[config.mk]
export PLATFORM = sky130hd
export DESIGN_NAME = cpc_ctrl
export DESIGN_NICKNAME = d
export VERILOG_FILES = /design/src/rtl/cpc_pkg.sv /design/src/rtl/cpc_ctrl.sv
export SDC_FILE = /design/constraint.sdc
export NUM_CORES = 1
export LEC_CHECK = 0
export CELL_PAD_IN_SITES_DETAIL_PLACEMENT = 2
export CELL_PAD_IN_SITES_GLOBAL_PLACEMENT = 2
export CORE_UTILIZATION = 38
export DETAILED_ROUTE_END_ITERATION = 16
export DONT_BUFFER_PORTS = 1
export GPL_ROUTABILITY_DRIVEN = 1
export PLACE_DENSITY = 0.83
export SLEW_MARGIN = 20
export SYNTH_ARGS = -nofsm -noshare
export SYNTH_HDL_FRONTEND = slang
export SYNTH_SLANG_ARGS = --single-unit
[constraint.sdc]
create_clock -name clk -period 3.3 [get_ports clk]
set_input_delay 0.165 -clock clk [delete_from_list [all_inputs] [get_ports clk]]
set_output_delay 0.165 -clock clk [all_outputs]
set_load 0.03 [all_outputs]
[src/rtl/cpc_pkg.sv]
// Shared types and constants of the Coulomb potential unit.
// Used by the controller, the datapath, the top level and the checker.
// Depends on nothing.
package cpc_pkg;

	localparam int MAX_CHARGES = 1024;
	localparam int IDX_W       = (MAX_CHARGES > 1) ? $clog2(MAX_CHARGES) : 1;
	localparam int CNT_W       = $clog2(MAX_CHARGES + 1);

	localparam int COORD_W  = 32;
	localparam int CHARGE_W = 24;
	localparam int POT_W    = 48;
	localparam int ENTRY_W  = 3 * COORD_W + CHARGE_W;
	localparam int IN_W     = 120;
	localparam int OUT_W    = 56;

	// Iteration counts of the squaring multiplier and of the shared square root and divider units.
	localparam int SQ_STEPS   = 4;
	localparam int SQRT_STEPS = 32;
	localparam int DIV_STEPS  = 48;
	localparam int STEP_W     = 6;

	typedef enum logic [1:0] {
		ACT_LOAD  = 2'd0,
		ACT_QUERY = 2'd1,
		ACT_CLEAR = 2'd2
	} action_t;

	typedef enum logic [3:0] {
		S_IDLE,
		S_RD,
		S_DIFF,
		S_SQ,
		S_CHK,
		S_SQRT,
		S_DIVI,
		S_DIV,
		S_ACC,
		S_NEXT,
		S_DONE
	} state_t;

	typedef struct packed {
		logic       load;
		logic       query;
		logic       clear;
		logic       rd;
		logic       diff;
		logic       sq;
		logic [1:0] axis;
		logic       chk;
		logic       sqrt_step;
		logic       div_init;
		logic       div_step;
		logic       acc;
		logic       next;
		logic       out_load;
	} cmd_t;

	typedef struct packed {
		logic empty;
		logic skip;
		logic zero;
		logic last;
		logic out_free;
	} sts_t;

endpackage

[src/rtl/cpc_ctrl.sv]
// Controller state machine of the Coulomb potential unit.
// Sequences loads, clears and the per-charge walk of a query.
// Depends on cpc_pkg.
module cpc_ctrl (
	input  logic          clk,
	input  logic          arst_n,
	input  logic          s_tvalid,
	input  logic [1:0]    s_tuser,
	output logic          s_tready,
	input  cpc_pkg::sts_t sts,
	output cpc_pkg::cmd_t cmd
);
	import cpc_pkg::*;

	state_t            state_q;
	state_t            state_d;
	logic [STEP_W-1:0] cnt_q;
	logic              accept;

	assign s_tready = (state_q == S_IDLE);
	assign accept   = s_tvalid && s_tready;

	// State register and the step counter, which restarts on every state change.
	always_ff @(posedge clk or negedge arst_n) begin
		if (!arst_n) begin
			state_q <= S_IDLE;
			cnt_q   <= '0;
		end else begin
			state_q <= state_d;
			cnt_q   <= (state_d != state_q) ? '0 : cnt_q + 1'b1;
		end
	end

	// Next state.
	always_comb begin
		state_d = state_q;
		case (state_q)
			S_IDLE: begin
				if (accept && s_tuser == ACT_QUERY)
					state_d = sts.empty ? S_DONE : S_RD;
			end
			S_RD:   state_d = S_DIFF;
			S_DIFF: state_d = S_SQ;
			S_SQ: begin
				if (cnt_q == STEP_W'(SQ_STEPS - 1))
					state_d = S_CHK;
			end
			S_CHK:  state_d = (sts.skip || sts.zero) ? S_NEXT : S_SQRT;
			S_SQRT: begin
				if (cnt_q == STEP_W'(SQRT_STEPS - 1))
					state_d = S_DIVI;
			end
			S_DIVI: state_d = S_DIV;
			S_DIV: begin
				if (cnt_q == STEP_W'(DIV_STEPS - 1))
					state_d = S_ACC;
			end
			S_ACC:  state_d = S_NEXT;
			S_NEXT: state_d = sts.last ? S_DONE : S_RD;
			S_DONE: begin
				if (sts.out_free)
					state_d = S_IDLE;
			end
			default: state_d = S_IDLE;
		endcase
	end

	// Datapath commands.
	always_comb begin
		cmd = '0;
		case (state_q)
			S_IDLE: begin
				cmd.load  = accept && (s_tuser == ACT_LOAD);
				cmd.query = accept && (s_tuser == ACT_QUERY);
				cmd.clear = accept && (s_tuser == ACT_CLEAR);
			end
			S_RD:   cmd.rd = 1'b1;
			S_DIFF: cmd.diff = 1'b1;
			S_SQ: begin
				cmd.sq   = 1'b1;
				cmd.axis = cnt_q[1:0];
			end
			S_CHK:  cmd.chk = 1'b1;
			S_SQRT: cmd.sqrt_step = 1'b1;
			S_DIVI: cmd.div_init = 1'b1;
			S_DIV:  cmd.div_step = 1'b1;
			S_ACC:  cmd.acc = 1'b1;
			S_NEXT: cmd.next = 1'b1;
			S_DONE: cmd.out_load = sts.out_free;
			default: cmd = '0;
		endcase
	end

endmodule

==> impl_results.md <==
- Outcome: complete, no violations
- Layout cell share with drive strength beyond 1: 18.0%
- Warnings from Yosys: 0
- Initial antenna violation count: 0
- Final Max Slew Viols: 0
- Setup violations, final: 0
- Multi-input logic area: 552 µm²
- Critical Path Max Stage Delay: 620 ps
- Die ar.: 2430 µm²
- CTS buffer count: 3
- Peak VDD IR: 0.199 mV
- Maximum clock path buffer count: 2
- DP Area: 870 µm²
- Clock Pin Slew Worst Setup and Hold Paths: 60 ps
- Placed wire-length estimate: 2010 µm
- Detailed-route vias per instance: 6.02
- Crit-path cells: nor4_4 -> and4b_2 -> a222oi_1 -> a21boi_0 -> o221ai_2 -> nor3_1
- First-pass GRT wire length: 4370 µm
- Register area: 250 µm²
- Largest net degree at the start of global routing: 17
- Gate count of the mapped netlist: 97
- Slew @ Worst Pin: 926 ps
- CP max FO: 16
- Worst R2R Setup Slack: 650 ps
- Die W: 49.3 µm
- Worst EP arrival: 2820 ps
- Worst-Skew Late Latency: 260 ps
- Slew headroom: 37.8%
- EDFF count, synth: 0
- Placeable Area: 2040 µm²
- Overflow after GRT: 0
- Synth unique cells: 42
- Static Leak: 0.360 nW
- I/O Pins: 26
- DRT Wirelength: 2510 µm
- Startpoint type of the worst setup path: register
- Placed cell count: 123
- Max-cap viol count: 0
- #FFs+latches synth: 10
- Top post-synthesis cells by count: 14 x nor3_1, 10 x dfrtp_1, 10 x nor2_1, 6 x nand2_1, 4 x nand3b_1
- Placer congestion estimate: 0.743
- Post-synthesis sequential area ratio: 29.4%
- Total track usage: 23.9%
- Hold WC Path Type: in2reg
- H-tree depth: 1
- RSZ-0062 raised after global routing: no
- Port bufs: 0
- Pre-CTS WS: 622 ps
- Cell with the most instances after synthesis: nor3_1
- Share of the synthesized area in the top cell type: 29.4%
- Hold Vio Cnt, Final: 0
- Crit path max-delay cell type: nor4_4
- Kind of critical path: reg2reg
- Top post-synthesis cells by area: dfrtp_1 29%, nor3_1 8.2%, nor2_1 4.4%, nand3b_1 3.5%, xnor2_1 3.1%
- Avg WL per Cell: 19.7 µm
- # rows: 16
- Final net count: 113
- Vias in the first global route: 844
- DR vias: 765
- Power Total: 0.208 mW
- Ys async rst share: 100%
- Finished Layout Cells: 127
- Pwr Density: 231 nW/µm²
- CTS tree: done
- DRC: 0
- Final instance area: 902 µm²
- Final period utilization: 80.3%
- FILL cells: 236
- Worst Skew: 0.254 ps
- Area growth syn-to-layout: 6.03%
- Post-synth top flop: dfrtp_1
- Initial DRT Pass Iterations: 4
- Sum Neg Setup Slack: 0 ps
- Yosys top cell by area: dfrtp_1
- Worst EP required: 3470 ps
- Mapped cell area: 851 µm²
- Syn Area/Cell: 8.77 µm²
- Final ANT Viol Nets: 0
- DRT iter0 DRCs: 7
- Mapped Nets: 108
- Clock sink count: 10
- Post-route setup slack: 652 ps
- # diodes: 0
- Final min period: 2650 ps
- Setup bufs post-CTS: 0
- Root Driver: clkbuf_4
- Initial core utilization: 41.7%
- CP endpoint kind: register
- Fmax: 0.378 GHz
- Die H: 49.3 µm
==> placed cells by master (no fill, tap or decap), types with 2 or more instances in the layout <==
cell	n
clkbuf_4	3
nand3_1	3
inv_1	3
buf_4	3
o21ai_0	3
and2_1	3
nor3_1	14
nor2_1	10
xnor2_1	3
nand3b_1	4
dfrtp_1	10
a21oi_1	2
nor4_1	2
nand2_1	6
or2b_2	2
xor2_1	2
==> stage by stage <==
step,utilization (%),hold slack (ps)
after detailed placement,42.6,-130
after CTS,44.2,62.1
after global placement,42.6,-130
final,44.2,64.4
after floorplan,-,-131
after global routing,44.2,66.4
==> path summary, 6_finish.rpt <==
check / endpoint / from / cells after the start
max reg2reg: cnt_q[5] / state_q[3] / 6
max: cnt_q[5] / state_q[3] / 6
min: state_q[3] / sts[4] / 2
min reg2reg: cnt_q[0] / cnt_q[0] / 1
min in group asynchronous: cnt_q[1] / arst_n / 1
max in group asynchronous: cnt_q[2] / arst_n / 1
==> repair_timing <==
item | CTS | global route
resized for setup | 0 | 0
hold endpoints to repair | 10 | 0
hold buffers | 1 | 0
setup endpoints to repair | 0 | 0
==> cell families after synthesis <==
logic type | share of synthesized area (%)
AO/OA/AOI/OAI | 13.8
XOR/XNOR | 5.15
adder cells (fa/ha/maj) | 1.47
buffers and inverters | 5.73
flip-flops | 29.4
multiplexers | 1.76
AND/OR/NAND/NOR | 42.6
==> worst max-delay path, delay by kind of cell (launching register included) <==
kind	cells	cell delay [ps]
and+or+nand+nor	3	1340
DFF	1	590
AOI/OAI and AO/OA	3	630
==> flip-flops by register name, summed over array words and instances, names as in the netlist <==
signal,cells
cnt_q,6
state_q,4
==> area by class of cell <==
cell class	count	share of cell area [%]
flip-flops and latches	10	27.7
well taps	27	3.74
clock buffers	3	2.50
multi-input cells	80	61.2
inverters	3	1.25
repair buffers	4	3.61
==> power by group <==
group / total, mW / switching [mW] / internal, mW
clock: 0.0803 / 0.0383 / 0.0420
combinational: 0.00525 / 0.00333 / 0.00192
sequential: 0.123 / 0 / 0.123
==> routing by layer <==
| layer | track usage [%] | wire length [µm] | part of all wire (%) | vias to the layer above |
|---|---|---|---|---|
| met1 | 25.4 | 1010 | 40 | 389 |
| met3 | 3.43 | 37 | 1.5 | 0 |
| met4 | 5.39 | 0 | 0 | 0 |
| met5 | 0 | 0 | 0 | - |
| li1 | - | - | - | 364 |
| met2 | 48.2 | 1460 | 58 | 12 |
No activity file was read; power rests on OpenSTA's default activity.
